## config.mk

```make
export PLATFORM = sky130hd
export DESIGN_NAME = bcs_scalar_field_decoder_flat
export DESIGN_NICKNAME = d
export VERILOG_FILES = /design/src/design/bcs_pkg.sv /design/src/design/bcs_channels.sv /design/src/design/bcs_in_reg.sv /design/src/design/bcs_field_engine.sv /design/src/design/bcs_out_reg.sv /design/src/design/bcs_scalar_field_decoder.sv /design/src/flat_wrapper.sv
export SDC_FILE = /design/constraint.sdc
export NUM_CORES = 1
export LEC_CHECK = 0
export BUFFER_PORTS_ARGS = -buffer_cell sky130_fd_sc_hd__buf_2
export CAP_MARGIN = 10
export CELL_PAD_IN_SITES_DETAIL_PLACEMENT = 1
export CELL_PAD_IN_SITES_GLOBAL_PLACEMENT = 1
export CORE_UTILIZATION = 46
export DETAILED_ROUTE_END_ITERATION = 12
export GPL_TIMING_DRIVEN = 1
export PLACE_DENSITY = 0.89
export SLEW_MARGIN = 20
export SYNTH_ARGS = -nofsm -noshare
export SYNTH_HDL_FRONTEND = slang
export SYNTH_SLANG_ARGS = --single-unit
```

## constraint.sdc

```tcl
create_clock -name clk -period 17.9 [get_ports clk]
set_input_delay 3.58 -clock clk [delete_from_list [all_inputs] [get_ports clk]]
set_output_delay 3.58 -clock clk [all_outputs]
set_load 0.02 [all_outputs]
```

## src/design/bcs_pkg.sv

```systemverilog
// Package for the scalar field decoder: field kinds, status codes, the
// constants of the ULEB128 format and the item and result structs used across the modules.
// No dependencies.
package bcs_pkg;

    typedef enum logic [2:0] {
        KIND_BOOL    = 3'd0,
        KIND_U8      = 3'd1,
        KIND_U16     = 3'd2,
        KIND_U32     = 3'd3,
        KIND_U64     = 3'd4,
        KIND_U128    = 3'd5,
        KIND_VARIANT = 3'd6,
        KIND_LENGTH  = 3'd7
    } kind_t;

    typedef enum logic [2:0] {
        STAT_OK          = 3'd0,
        STAT_BAD_BOOL    = 3'd1,
        STAT_ULEB_OVF    = 3'd2,
        STAT_ULEB_NONCAN = 3'd3,
        STAT_LEN_LARGE   = 3'd4,
        STAT_TRUNCATED   = 3'd5
    } status_t;

    localparam logic [7:0]  ULEB_DIGIT_MASK = 8'h7F;
    localparam int          ULEB_DIGIT_BITS = 7;
    localparam int          ULEB_VALUE_BITS = 32;
    localparam logic [4:0]  ULEB_MAX_BYTES  = 5'd5;
    localparam logic [7:0]  BOOL_MAX        = 8'd1;
    localparam logic [31:0] MAX_LENGTH_RESET = 32'd65535;

    // Width of the ULEB accumulator: four full digits plus the fifth digit.
    localparam int ULEB_ACC_BITS = 5 * ULEB_DIGIT_BITS;

    typedef struct packed {
        logic [7:0] data_byte;
        kind_t      kind;
        logic       first;
        logic       end_of_data;
    } item_t;

    typedef struct packed {
        logic        valid;
        logic [63:0] value_low;
        logic [63:0] value_high;
        status_t     status;
        kind_t       field_kind;
    } result_t;

    // Number of bytes in a fixed-width little-endian field.
    function automatic logic [4:0] fixed_size(input kind_t k);
        logic [4:0] n;
        case (k)
            KIND_BOOL: n = 5'd1;
            KIND_U8:   n = 5'd1;
            KIND_U16:  n = 5'd2;
            KIND_U32:  n = 5'd4;
            KIND_U64:  n = 5'd8;
            KIND_U128: n = 5'd16;
            default:   n = 5'd16;
        endcase
        return n;
    endfunction

endpackage

```

## src/design/bcs_channels.sv

```systemverilog
// Handshake channels of the scalar field decoder: the byte input channel
// and the result output channel. No dependencies.
interface bcs_byte_if;
    logic       valid;
    logic       ready;
    logic [7:0] data_byte;
    logic [2:0] kind;
    logic       first;
    logic       end_of_data;

    modport source (output valid, data_byte, kind, first, end_of_data, input ready);
    modport sink   (input valid, data_byte, kind, first, end_of_data, output ready);
endinterface

interface bcs_result_if;
    logic        valid;
    logic        ready;
    logic [63:0] value_low;
    logic [63:0] value_high;
    logic [2:0]  status;
    logic [2:0]  field_kind;

    modport source (output valid, value_low, value_high, status, field_kind, input ready);
    modport sink   (input valid, value_low, value_high, status, field_kind, output ready);
endinterface

```

## src/design/bcs_in_reg.sv

```systemverilog
// Input register of the scalar field decoder: holds one byte transfer until
// the field engine consumes it. Uses bcs_pkg and bcs_byte_if.
module bcs_in_reg (
    input  logic           clk,
    input  logic           rst_n,
    bcs_byte_if.sink       byte_in,
    input  logic           advance,
    output logic           item_valid,
    output bcs_pkg::item_t item
);

    logic           valid_reg;
    logic           valid_next;
    bcs_pkg::item_t item_reg;
    logic           take;

    assign byte_in.ready = !valid_reg || advance;
    assign take          = byte_in.valid && byte_in.ready;

    always_comb
    begin
        valid_next = valid_reg;
        if (take)
        begin
            valid_next = 1'b1;
        end
        else if (advance)
        begin
            valid_next = 1'b0;
        end
    end

    always_ff @(posedge clk or negedge rst_n)
    begin
        if (!rst_n)
        begin
            valid_reg <= 1'b0;
        end
        else
        begin
            valid_reg <= valid_next;
        end
    end

    always_ff @(posedge clk)
    begin
        if (take)
        begin
            item_reg.data_byte   <= byte_in.data_byte;
            item_reg.kind        <= bcs_pkg::kind_t'(byte_in.kind);
            item_reg.first       <= byte_in.first;
            item_reg.end_of_data <= byte_in.end_of_data;
        end
    end

    assign item_valid = valid_reg;
    assign item       = item_reg;

endmodule

```

## src/design/bcs_field_engine.sv

```systemverilog
// Field engine of the scalar field decoder: field state, max_length register
// and the per-byte decode step. Uses bcs_pkg.
module bcs_field_engine (
    input  logic             clk,
    input  logic             rst_n,
    input  logic             cfg_write_en,
    input  logic [31:0]      cfg_write_data,
    input  logic             step,
    input  bcs_pkg::item_t   item,
    output bcs_pkg::result_t result
);

    localparam int AB = bcs_pkg::ULEB_ACC_BITS;

    logic [31:0]     max_length_reg;
    bcs_pkg::kind_t  open_kind_reg, open_kind_next;
    logic            in_field_reg, in_field_next;
    logic [4:0]      byte_count_reg, byte_count_next;
    logic [127:0]    acc_reg, acc_next;

    bcs_pkg::kind_t  cur_kind;
    logic [4:0]      cur_cnt;
    logic [127:0]    cur_acc;
    logic            active;
    logic [127:0]    acc_w;
    logic [4:0]      cnt_w;
    logic [6:0]      digit;
    logic [4:0]      shamt;
    logic [AB-1:0]   uleb_sum;
    logic [2:0]      idx;

    always_comb
    begin
        open_kind_next  = open_kind_reg;
        in_field_next   = in_field_reg;
        byte_count_next = byte_count_reg;
        acc_next        = acc_reg;
        result          = '0;
        result.status   = bcs_pkg::STAT_OK;
        result.field_kind = open_kind_reg;

        cur_kind = item.first ? item.kind : open_kind_reg;
        cur_cnt  = item.first ? 5'd0 : byte_count_reg;
        cur_acc  = item.first ? 128'd0 : acc_reg;
        active   = item.first || in_field_reg;

        // Fixed-width path: drop the byte into the lane picked by the count.
        acc_w = cur_acc;
        for (int i = 0; i < 16; i++)
        begin
            if (cur_cnt[3:0] == 4'(i))
            begin
                acc_w[i*8 +: 8] = cur_acc[i*8 +: 8] | item.data_byte;
            end
        end
        cnt_w = {1'b0, cur_cnt[3:0]} + 5'd1;

        // ULEB path: OR the 7-bit digit in at seven times the byte index.
        idx      = cur_cnt[2:0];
        digit    = item.data_byte[6:0] & bcs_pkg::ULEB_DIGIT_MASK[6:0];
        shamt    = {2'b00, idx} * 5'd7;
        uleb_sum = cur_acc[AB-1:0] | (AB'(digit) << shamt);

        if (step)
        begin
            if (item.end_of_data)
            begin
                if (in_field_reg)
                begin
                    result.valid      = 1'b1;
                    result.status     = bcs_pkg::STAT_TRUNCATED;
                    result.field_kind = open_kind_reg;
                    in_field_next     = 1'b0;
                end
            end
            else if (active)
            begin
                open_kind_next    = cur_kind;
                in_field_next     = 1'b1;
                byte_count_next   = cur_cnt;
                acc_next          = cur_acc;
                result.field_kind = cur_kind;
                case (cur_kind)
                    bcs_pkg::KIND_BOOL:
                    begin
                        result.valid = 1'b1;
                        in_field_next = 1'b0;
                        if (item.data_byte > bcs_pkg::BOOL_MAX)
                        begin
                            result.status = bcs_pkg::STAT_BAD_BOOL;
                        end
                        else
                        begin
                            result.value_low = {56'd0, item.data_byte};
                        end
                    end
                    bcs_pkg::KIND_U8, bcs_pkg::KIND_U16, bcs_pkg::KIND_U32,
                    bcs_pkg::KIND_U64, bcs_pkg::KIND_U128:
                    begin
                        acc_next        = acc_w;
                        byte_count_next = cnt_w;
                        if (cnt_w >= bcs_pkg::fixed_size(cur_kind))
                        begin
                            result.valid      = 1'b1;
                            result.value_low  = acc_w[63:0];
                            result.value_high = acc_w[127:64];
                            in_field_next     = 1'b0;
                        end
                    end
                    default:
                    begin
                        if (cur_cnt >= bcs_pkg::ULEB_MAX_BYTES)
                        begin
                            result.valid  = 1'b1;
                            result.status = bcs_pkg::STAT_ULEB_OVF;
                            in_field_next = 1'b0;
                        end
                        else
                        begin
                            acc_next = {{(128 - AB){1'b0}}, uleb_sum};
                            if (uleb_sum[AB-1:bcs_pkg::ULEB_VALUE_BITS] != '0)
                            begin
                                result.valid  = 1'b1;
                                result.status = bcs_pkg::STAT_ULEB_OVF;
                                in_field_next = 1'b0;
                            end
                            else if (!item.data_byte[7])
                            begin
                                result.valid  = 1'b1;
                                in_field_next = 1'b0;
                                if (cur_cnt != 5'd0 && digit == 7'd0)
                                begin
                                    result.status = bcs_pkg::STAT_ULEB_NONCAN;
                                end
                                else if (cur_kind == bcs_pkg::KIND_LENGTH &&
                                         uleb_sum[31:0] > max_length_reg)
                                begin
                                    result.status = bcs_pkg::STAT_LEN_LARGE;
                                end
                                else
                                begin
                                    result.value_low = {32'd0, uleb_sum[31:0]};
                                end
                            end
                            else
                            begin
                                byte_count_next = cur_cnt + 5'd1;
                                if (cur_cnt + 5'd1 >= bcs_pkg::ULEB_MAX_BYTES)
                                begin
                                    result.valid  = 1'b1;
                                    result.status = bcs_pkg::STAT_ULEB_OVF;
                                    in_field_next = 1'b0;
                                end
                            end
                        end
                    end
                endcase
            end
        end
    end

    always_ff @(posedge clk or negedge rst_n)
    begin
        if (!rst_n)
        begin
            max_length_reg <= bcs_pkg::MAX_LENGTH_RESET;
            open_kind_reg  <= bcs_pkg::KIND_BOOL;
            in_field_reg   <= 1'b0;
            byte_count_reg <= 5'd0;
            acc_reg        <= 128'd0;
        end
        else
        begin
            if (cfg_write_en)
            begin
                max_length_reg <= cfg_write_data;
            end
            open_kind_reg  <= open_kind_next;
            in_field_reg   <= in_field_next;
            byte_count_reg <= byte_count_next;
            acc_reg        <= acc_next;
        end
    end

`ifndef SYNTHESIS
    // Every result closes the field it reports.
    a_result_closes: assert property (@(posedge clk) disable iff (!rst_n)
        step && result.valid |=> !in_field_reg)
        else $error("field still open after its result");

    // Error results never carry a value.
    a_error_zero: assert property (@(posedge clk) disable iff (!rst_n)
        step && result.valid && result.status != bcs_pkg::STAT_OK |->
        result.value_low == 64'd0 && result.value_high == 64'd0)
        else $error("error result with nonzero value");

    // An open ULEB field never holds five or more bytes.
    a_uleb_count: assert property (@(posedge clk) disable iff (!rst_n)
        in_field_reg && (open_kind_reg == bcs_pkg::KIND_VARIANT ||
        open_kind_reg == bcs_pkg::KIND_LENGTH) |->
        byte_count_reg < bcs_pkg::ULEB_MAX_BYTES)
        else $error("ULEB byte count past limit in open field");

    // An open fixed-width field never holds its full byte count.
    a_fixed_count: assert property (@(posedge clk) disable iff (!rst_n)
        in_field_reg && open_kind_reg != bcs_pkg::KIND_VARIANT &&
        open_kind_reg != bcs_pkg::KIND_LENGTH |->
        byte_count_reg < bcs_pkg::fixed_size(open_kind_reg))
        else $error("fixed field open with all its bytes");
`endif

endmodule

```

## src/design/bcs_out_reg.sv

```systemverilog
// Result register of the scalar field decoder: holds one result until the
// downstream side takes it. Uses bcs_pkg and bcs_result_if.
module bcs_out_reg (
    input  logic             clk,
    input  logic             rst_n,
    input  logic             load,
    input  bcs_pkg::result_t result_in,
    bcs_result_if.source     result_out,
    output logic             out_free
);

    logic             valid_reg;
    logic             valid_next;
    bcs_pkg::result_t data_reg;

    assign out_free = !valid_reg || result_out.ready;

    always_comb
    begin
        valid_next = valid_reg;
        if (load)
        begin
            valid_next = result_in.valid;
        end
        else if (result_out.ready)
        begin
            valid_next = 1'b0;
        end
    end

    always_ff @(posedge clk or negedge rst_n)
    begin
        if (!rst_n)
        begin
            valid_reg <= 1'b0;
        end
        else
        begin
            valid_reg <= valid_next;
        end
    end

    always_ff @(posedge clk)
    begin
        if (load && result_in.valid)
        begin
            data_reg <= result_in;
        end
    end

    assign result_out.valid      = valid_reg;
    assign result_out.value_low  = data_reg.value_low;
    assign result_out.value_high = data_reg.value_high;
    assign result_out.status     = data_reg.status;
    assign result_out.field_kind = data_reg.field_kind;

`ifndef SYNTHESIS
    // A loaded result is presented in the next cycle.
    a_load_shows: assert property (@(posedge clk) disable iff (!rst_n)
        load && result_in.valid |=> result_out.valid)
        else $error("loaded result not presented");
`endif

endmodule

```

## src/design/bcs_scalar_field_decoder.sv

```systemverilog
// Top level of the scalar field decoder for serialized bool, fixed-width
// little-endian and ULEB128 fields. Uses bcs_pkg, bcs_channels, bcs_in_reg,
// bcs_field_engine and bcs_out_reg.
//
//   channel     direction  payload
//   byte_in     sink       data_byte[7:0], kind[2:0], first, end_of_data
//   result_out  source     value_low[63:0], value_high[63:0], status[2:0],
//                          field_kind[2:0]
//   cfg         write      cfg_write_en, cfg_write_data[31:0] (max_length)
//
// One byte transfer is taken per cycle while byte_in is ready. A result is
// presented once the byte transfer that closes its field has passed the input
// register and then the result register. Reset clears the field state and
// loads max_length with 65535. While result_out is stalled the pending result
// and one byte wait in their registers, and byte_in drops ready only when both
// are occupied.
module bcs_scalar_field_decoder (
    input  logic         clk,
    input  logic         rst_n,
    bcs_byte_if.sink     byte_in,
    bcs_result_if.source result_out,
    input  logic         cfg_write_en,
    input  logic [31:0]  cfg_write_data
);

    logic             item_valid;
    bcs_pkg::item_t   item;
    bcs_pkg::result_t result;
    logic             out_free;
    logic             step;

    // A byte is decoded when it sits in the input register and the result
    // register can take whatever that byte produces.
    assign step = item_valid && out_free;

    bcs_in_reg u_in_reg (
        .clk        (clk),
        .rst_n      (rst_n),
        .byte_in    (byte_in),
        .advance    (out_free),
        .item_valid (item_valid),
        .item       (item)
    );

    bcs_field_engine u_engine (
        .clk            (clk),
        .rst_n          (rst_n),
        .cfg_write_en   (cfg_write_en),
        .cfg_write_data (cfg_write_data),
        .step           (step),
        .item           (item),
        .result         (result)
    );

    bcs_out_reg u_out_reg (
        .clk        (clk),
        .rst_n      (rst_n),
        .load       (step),
        .result_in  (result),
        .result_out (result_out),
        .out_free   (out_free)
    );

endmodule

```

## src/flat_wrapper.sv

```systemverilog
// flat-port wrapper written by rule: the top's interface ports become plain ports
module bcs_scalar_field_decoder_flat 
  (clk, rst_n, cfg_write_en, cfg_write_data, byte_in_valid, byte_in_data_byte, byte_in_kind, byte_in_first, byte_in_end_of_data, byte_in_ready, result_out_valid, result_out_value_low, result_out_value_high, result_out_status, result_out_field_kind, result_out_ready);
  bcs_byte_if byte_in_i ();
  bcs_result_if result_out_i ();
  input  logic clk;
  input  logic rst_n;
  input  logic cfg_write_en;
  input  logic [31:0] cfg_write_data;
  input wire logic [$bits(byte_in_i.valid)-1:0] byte_in_valid;
  input wire logic [$bits(byte_in_i.data_byte)-1:0] byte_in_data_byte;
  input wire logic [$bits(byte_in_i.kind)-1:0] byte_in_kind;
  input wire logic [$bits(byte_in_i.first)-1:0] byte_in_first;
  input wire logic [$bits(byte_in_i.end_of_data)-1:0] byte_in_end_of_data;
  output wire logic [$bits(byte_in_i.ready)-1:0] byte_in_ready;
  output wire logic [$bits(result_out_i.valid)-1:0] result_out_valid;
  output wire logic [$bits(result_out_i.value_low)-1:0] result_out_value_low;
  output wire logic [$bits(result_out_i.value_high)-1:0] result_out_value_high;
  output wire logic [$bits(result_out_i.status)-1:0] result_out_status;
  output wire logic [$bits(result_out_i.field_kind)-1:0] result_out_field_kind;
  input wire logic [$bits(result_out_i.ready)-1:0] result_out_ready;
  assign byte_in_i.valid = byte_in_valid;
  assign byte_in_i.data_byte = byte_in_data_byte;
  assign byte_in_i.kind = byte_in_kind;
  assign byte_in_i.first = byte_in_first;
  assign byte_in_i.end_of_data = byte_in_end_of_data;
  assign byte_in_ready = byte_in_i.ready;
  assign result_out_valid = result_out_i.valid;
  assign result_out_value_low = result_out_i.value_low;
  assign result_out_value_high = result_out_i.value_high;
  assign result_out_status = result_out_i.status;
  assign result_out_field_kind = result_out_i.field_kind;
  assign result_out_i.ready = result_out_ready;
  bcs_scalar_field_decoder u_core (.clk(clk), .rst_n(rst_n), .byte_in(byte_in_i), .result_out(result_out_i), .cfg_write_en(cfg_write_en), .cfg_write_data(cfg_write_data));
endmodule
```

== Yosys cells after proc, flatten, opt, wreduce, memory -nomap -nowiden ==
Cells that the tools add are included.
Storage, ports and cells
  bits in registers: 318
  bits in latches: 0
  RAM bits: 0
  bits in read-only memories: 0
  input bits: 50
  output and inout bits: 136
  word-level logic and storage cells: 161
  memories: 0
Cells by class
  add/subtract/negate cells: 2
  $mul: 1
  div/mod/pow operators: 0
  magnitude comparators: 5
  equality and inequality tests: 21
  shift-type cells: 1
  mux-type cells: 70
  bitwise logic cells: 22
  reductions and logical operators: 24
Operators with widths (count)
  128-bit 2-to-1 mux: 3
  135-bit 2-to-1 mux: 2
  64-bit 2-to-1 mux: 4
  128-bit one-hot mux with 2 select lines: 1
  8-bit 2-to-1 mux: 17
  65-bit one-hot mux with 2 select lines: 1
  129-bit 2-to-1 mux: 1
  8-bit OR: 16
  32-bit 2-to-1 mux: 2
  5-bit 2-to-1 mux: 8
  35-bit OR: 1
  7-bit by 5-bit left shift with 35-bit output: 1
  4-bit == test (second input constant): 8
  32-bit greater-than comparator: 1
  5-bit one-hot mux with 4 select lines: 1
  1-bit 2-to-1 mux: 18
  3-bit 2-to-1 mux: 6
  4-bit by 3-bit == test with 1-bit output (second input constant): 4
  6-bit 2-to-1 mux: 2
  5-bit by 3-bit greater-or-equal comparator with 1-bit output (second input constant): 2
  5-bit one-hot mux with 2 select lines: 1
  5-bit OR reduction: 2
  3-bit == test (second input constant): 3
  4-bit by 2-bit == test with 1-bit output (second input constant): 2
  other kinds (25): 39

== Logic depth before layout (Yosys ltp) ==
Gate-level depths: netlist of run 1.
  depth after elaboration: 16
  mapped depth: 26
  mapped depth without buffers: 22

== Hierarchy ==
Synthesis of run 1 repeated with hierarchy kept, for this count alone.
Second synthesis, totals
  cell total of the unflattened synthesis: 1522
  area, all modules: 15730.1 µm²
Modules (own cells, without submodules)
  bcs_field_engine: instances 1, cells each 1366, area each 11200.7 µm², seq. area each 4249.1 µm²
  bcs_out_reg: instances 1, cells each 138, area each 4078.9 µm², seq. area each 4048.9 µm²
  bcs_in_reg: instances 1, cells each 17, area each 444.2 µm², seq. area each 415.4 µm²
  bcs_scalar_field_decoder: instances 1, cells each 1, area each 6.3 µm², seq. area each 0.0 µm²

== Least setup slack after synthesis of run 1 ==
OpenSTA, ideal clock, no wires.
  path type: input to register
  start point: in result_out_ready
  end point: reg u_core.u_out_reg.data_reg, in the netlist u_core.u_out_reg.result_out.field_kind[0], enable pin
  library setup time: 0.814 ns
  arrival: 14.210 ns
  data required time: 17.086 ns
  slack: 2.876 ns
  stages: 7
  path buffers: 2
  cells stage by stage: nor2b_1 nor3b_2 o21a_1 clkbuf_1 clkbuf_1 o21ai_0 o21ai_0
On the way
  longest elaborated chain between the ends: 4
Ends and longest elaborated chain
  from (decl): line flat_wrapper.sv:21  | input wire logic [$bits(result_out_i.ready)-1:0] result_out_ready;
  1-bit logical OR (*): line bcs_out_reg.sv:16  | assign out_free = !valid_reg || result_out.ready;
  1-bit logical AND (*): line bcs_scalar_field_decoder.sv:34  | assign step = item_valid && out_free;
  135-bit 2-to-1 mux: line bcs_field_engine.sv:64  | if (step)
  1-bit logical AND (*): line bcs_out_reg.sv:45  | if (load && result_in.valid)
  to (signal assigned): line bcs_out_reg.sv:47  | data_reg <= result_in;
  to (decl): line bcs_out_reg.sv:14  | bcs_pkg::result_t data_reg;
Every way passes the cells marked *; elsewhere a longest branch is shown, timed or not.
A chain may end at the register's enable or synchronous reset.

== Worst setup path after layout of run 1 ==
  start point: in result_out_ready
  end point: out byte_in_ready
On the way
  longest elaborated chain between the ends: 2
Ends and longest elaborated chain
  1-bit logical OR: line bcs_out_reg.sv:16
  1-bit logical OR: line bcs_in_reg.sv:17  | assign byte_in.ready = !valid_reg || advance;
  to (decl): line flat_wrapper.sv:15  | output wire logic [$bits(byte_in_i.ready)-1:0] byte_in_ready;
No other way between the ends.

==> results of run 1 <==
cell families (layout without fill, tap and decap cells):
logic type      after synthesis  in the layout  synth area share
xor+xnor                      4              4           0.00225
simple gates                488            488             0.138
compound gates              478            478             0.196
buf+inv                     201            335            0.0506
mux                          24             24            0.0168
flops                       318            318             0.559
fa+ha+maj                    46             46            0.0379
stage by stage:
| stage | util | total power, uW | hold WS (ns) |
|---|---|---|---|
| after global routing | 0.536 | 2830 | 0.499 |
| after floorplan | - | 1640 | 0.442 |
| after CTS | 0.535 | 2700 | 0.477 |
| final | 0.536 | 2710 | 0.484 |
| after detailed placement | 0.501 | 1950 | 0.463 |
| after global placement | 0.501 | 1890 | 0.451 |
critical path, stage by stage:
cell     delay, ns
buf_2         0.10
nor2b_1       0.17
nand2_1       0.11
buf_2         0.17
routing by layer:
layer	up-vias	wire (um)	part of all wire	track usage
met3	153	3540	0.071	0.0421
met5	-	0	0	0
met2	669	24500	0.49	0.496
li1	5756	-	-	-
met1	6595	20000	0.40	0.370
met4	0	2180	0.043	0.135
report_power, final:
group,internal (uW),switching (uW)
Sequential,903,66.3
Combinational,298,706
Clock,436,301
synth_stat cells, drive strengths merged (3+ instances only):
cell type  number  share of area
a31oi           9         0.0036
or2             4         0.0016
nor2          222          0.053
buf             8         0.0042
clkbuf        128          0.031
nor3b           5         0.0027
ha             44          0.035
nor2b          16         0.0064
o21ai         109          0.035
nand2         147          0.036
dfrtp         155           0.25
a21boi         20         0.0096
nand3          13         0.0042
edfxtp        147           0.28
dfstp          16          0.027
inv            64          0.015
nand2b          9         0.0041
a32oi          11         0.0062
o221ai          4         0.0022
a21oi         150          0.048
nor4            3         0.0012
nor3           14         0.0052
and4            4         0.0022
o22ai          24          0.014
a32o            6         0.0039
a22oi         105          0.051
and2           21         0.0084
and3           17         0.0068
a211oi          6         0.0032
a21o            7         0.0034
mux2            8         0.0058
mux2i          15         0.0096
a22o            5         0.0028
or3             3         0.0012
nand4           7         0.0028
layout make-up:
type	instances	area, sq um
clock buffer	49	1000
clock inverter	15	165
fill	3711	15500
inverter	65	245
multi-input combinational	1040	6130
sequential	318	8710
tap	448	561
timing repair buffer	206	1100
how the worst min path moves through the flow:
stage                                        to  slack [ns]
finish              u_core.u_engine.acc_reg[30]        0.48
global route        u_core.u_engine.acc_reg[17]        0.50
CTS                 u_core.u_engine.acc_reg[17]        0.48
detailed placement  u_core.u_engine.acc_reg[17]        0.46
global placement    u_core.u_engine.acc_reg[17]        0.45
floorplan           u_core.u_engine.acc_reg[17]        0.44
==> results.md, run 1 <==
* Num CTS Buffers at 35
* CTS tree: yes
* Hold Buf Count CTS at 0
* Worst VDD drop at 0.0672 mV
* Clock Pin Slew Worst Setup and Hold Paths at 0.06 ns
* Clk_lat worst skew at 0.53 ns
* Core area at 33400 sq um
* Syn-to-layout area delta at 14.8%
* Critical R2R Capture: u_core.u_out_reg.result_out.value_low[21]
* # resized after CTS at 0
* Syn nets at 1655
* Pre-CTS setup slack at 10.17 ns
* Critical Path AT at 4.14 ns
* Crit end category: output port
* Crit path to: byte_in_ready
* Final setup vio count at 0
* Initial antenna violation count at 0
* Max-Cap Viols at 0
* Ports at 186
* Vias per std cell at 6.15
* RSZ-0062 raised after global routing: false
* WL/cell at 23.5 um
* DR DRC count at 0
* Max Fclk at 130 MHz
* R2r startpoint: u_core.u_in_reg.item[1]
* Clock skew at 0.0356 ns
* Final hold vios at 0
* FF-to-FF path depth at 20
* Unique masters post-synth at 72
* Relative slew slack at 0.216
* Die footprint at 34700 sq um
* Most frequent cells in the layout: nor2_1, buf_2, dfrtp_1
* Syn Area/Cell at 10.0 sq um
* Initial core utilization at 0.466
* # port buffers at 185
* Startpoint Class: input pin
* # clock sinks at 318
* FFs w/ async S/R, synth at 0.538
* Final min period at 7.72 ns
* First-pass GRT wire length at 77500 um
* #FFs+latches synth at 318
* Final Cycle Share at 0.431
* Crit Path Max Fanout at 3
* Min-delay worst type: register to register
* Share of cells above drive strength 1 at 0.187
* Clk buf depth at 3
* Top FF cell, synth: dfrtp_1
* Hold Crit Depth at 2
* GR Overflow Total at 0
* Flop-to-flop setup slack at 10.77 ns
* Critical Path Source: result_out_ready
* Pleak at 0.00746 uW
* Slew at the pin closest to its max-slew limit at 1.17 ns
* Most common cell after layout, fill and taps aside: nor2_1
* Ant diodes at 0
* DP HPWL at 31900 um
* Total GRT Usage at 0.292
* Setup TNS at 0 ns
* Post-CTS Setup Bufs at 0
* Drt pass-1 iters at 5
* Largest net degree at the start of global routing at 111
* Cells after Synth at 1559
* Mapped Area at 15600 sq um
* Final WS setup at 10.18 ns
* Sequential fraction of the synthesis area at 0.559
* Routed wire length at 50200 um
* Routability Congestion at 0.923
* PwrDens at 151 nW/um^2
* DRT antenna net count at 0
* Max reg flops at 128
* EDFF count, synth at 147
* CTS H-tree lvls at 2
* Worst EP required at 14.32 ns
* CTS root buffer: clkbuf_16
* Fin area at 17900 sq um
* Net count, final at 1762
* Synth warn at 0
* Post-Layout Cell Count at 2141
* Vias in the first global route at 13520
* Die height at 186 um
* Worst setup path category: input pin to output port
* Die width at 186 um
* Run status: complete, no violations
* Area post-placement at 16700 sq um
* Slew Viols, Final at 0
* First-iteration detailed-routing DRC count at 1396
* Dpl cells at 2077
* FP Rows at 67
* Hold_sp: u_core.u_engine.acc_reg[30]
* Via count at 13173
No activity file was read; power rests on OpenSTA's default activity.
==> run 2: changes to the inputs <==
Clock period 17.9 ns to 8.05 ns, I/O delays scaled along.
==> run 2 against run 1 <==
Net effect:
- hold slack lost 0.0040 ns
- setup slack lost 9.1 ns
- first-iteration DRC count grew 9.9%
- clock skew shrank 0.012 ns
- die area is the same
- non-clock buffer count grew 1
- total power grew 120%
- critical path type is now register to register
==> results.md, run 2 (same netlist as run 1, synthesis figures left out) <==
* Die height at 186 um
* CTS tree: yes
* First-iteration detailed-routing DRC count at 1534
* DP HPWL at 33700 um
* Clk buf depth at 3
* Relative slew slack at 0.292
* # clock sinks at 318
* Clock Pin Slew Worst Setup and Hold Paths at 0.07 ns
* Worst setup path category: register to register
* Final hold vios at 0
* Total GRT Usage at 0.304
* Met2 GRT Util at 0.511
* CTS root buffer: clkbuf_16
* Vias in the first global route at 13690
* Final setup vio count at 0
* GR Layer Usage met3 at 0.0545
* Pint at 3600 uW
* Hold WS at 0.480 ns
* PwrDens at 334 nW/um^2
* Post-CTS Setup Bufs at 0
* Largest net degree at the start of global routing at 112
* Pre-CTS setup slack at 1.20 ns
* Via count at 13215
* Drt pass-1 iters at 8
* Net Switching at 2370 uW
* GR Overflow Total at 0
* Worst EP required at 8.39 ns
* Routed wire length at 51900 um
* Worst VDD drop at 0.152 mV
* Family with the most delay on the worst path: compound AO/OA/AOI/OAI gates
* Worst path cell trace: clkinv_2 -> nand2_1 -> inv_1 -> fa_1 -> ha_1 -> inv_1 -> a21oi_1 -> a21oi_1 -> a22oi_1 -> o21ai_0 -> ha_1 -> a211o_1 -> a31oi_1 -> o21ai_0 -> o32a_1 -> o21ai_2 -> nand2_4 -> o22ai_1
* Die footprint at 34700 sq um
* FP Rows at 67
* Max-Cap Viols at 0
* Global routing met1 resource utilization at 0.392
* Final min period at 6.98 ns
* Worst path max stage delay at 0.80 ns
* Startpoint Class: register
* Most frequent cells in the layout: nor2_1, buf_2, dfrtp_1
* Die width at 186 um
* Sequential Power Share at 0.361
* WP buf/inv at 3
* DRT antenna net count at 0
* CTS H-tree lvls at 2
* First-pass GRT wire length at 80100 um
* Setup TNS at 0 ns
* Max reg flops at 128
* Most common cell after layout, fill and taps aside: nor2_1
* # port buffers at 185
* Hold Buf Count CTS at 0
* Crit end category: register
* # resized after CTS at 0
* Post-Layout Cell Count at 2142
* Num CTS Buffers at 35
* Vias per std cell at 6.17
* Initial core utilization at 0.466
* Gate power share at 0.372
* Clock skew at 0.0238 ns
* Clk_lat worst skew at 0.53 ns
* Ports at 186
* Min-delay worst type: register to register
* Ant diodes at 0
* Max Fclk at 143 MHz
* Pleak at 0.00745 uW
* Final WS setup at 1.07 ns
* Core area at 33400 sq um
* Crit Path Max Fanout at 27
* Slew at the pin closest to its max-slew limit at 1.06 ns
* # fillers at 3703
* Clock power frac at 0.267
* Sw frac at 0.397
* DR DRC count at 0
* Power, Total at 5980 uW
* Run status: complete, no violations
* Critical-path top delay cell: edfxtp_1
* Reg area at 8710 sq um
* Final Cycle Share at 0.867
* WL/cell at 24.2 um
* Initial antenna violation count at 0
* Area of the multi-input gates at 6140 sq um
* GRT busiest layer: met2
* Dpl cells at 2078
* Routability Congestion at 0.943
* Net count, final at 1763
* Critical Path AT at 7.32 ns
* Slew Viols, Final at 0
* Share of cells above drive strength 1 at 0.187
* RSZ-0062 raised after global routing: false
* Syn-to-layout area delta at 14.7%
[run 2: stage by stage]
stage | util | cell area [sq um]
floorplan | - | 15600
global placement | 0.501 | 16700
detailed placement | 0.501 | 16700
CTS | 0.535 | 17900
global route | 0.535 | 17900
finish | 0.535 | 17900
[run 2: power by group through the flow]
stage               clock network, uW  logic (uW)  registers (uW)
floorplan                           0        1290            2310
global placement                    0        2080            2160
detailed placement                  0        2160            2180
CTS                              1620        2180            2160
global route                     1670        2410            2180
finish                           1590        2220            2160
[run 2: layer usage]
layer,vias up,wire (um)
met5,-,0
met4,0,1750
met3,127,3820
met2,697,25400
met1,6626,20900
li1,5765,-
[run 2: worst reg2reg max path: stages (launching register included)]
cell and delay, ns:
edfxtp_1 0.80, clkinv_2 0.58, nand2_1 0.37, inv_1 0.16, fa_1 0.49, ha_1 0.74, inv_1 0.31, a21oi_1 0.21
a21oi_1 0.08, a22oi_1 0.49, o21ai_0 0.23, ha_1 0.27, a211o_1 0.22, a31oi_1 0.14, o21ai_0 0.14, o32a_1 0.39
o21ai_2 0.49, nand2_4 0.38, o22ai_1 0.32
[run 2: cell type report]
cell class / instances / area share
Inverter: 65 / 0.0137
Timing Repair Buffer: 207 / 0.0619
Sequential cell: 318 / 0.487
Multi-Input combinational cell: 1040 / 0.343
Clock inverter: 17 / 0.00832
Tap cell: 448 / 0.0313
Clock buffer: 47 / 0.0550
[run 2: path summary, 6_finish.rpt]
| path | from | to | slack, ns | cells after the start |
|---|---|---|---|---|
| worst max-delay path | u_core.u_in_reg.item[1] | u_core.u_out_reg.result_out.value_low[10] | 1.07 | 18 |
| worst min-delay path | u_core.u_engine.acc_reg[3] | u_core.u_engine.acc_reg[3] | 0.48 | 2 |
| worst max register to register | u_core.u_in_reg.item[1] | u_core.u_out_reg.result_out.value_low[10] | 1.07 | 18 |
| worst min register to register | u_core.u_engine.acc_reg[3] | u_core.u_engine.acc_reg[3] | 0.48 | 2 |
| max in group asynchronous | rst_n | u_core.u_engine.acc_reg[20] | 5.62 | 2 |
| min in group asynchronous | rst_n | u_core.u_engine.acc_reg[82] | 1.18 | 1 |
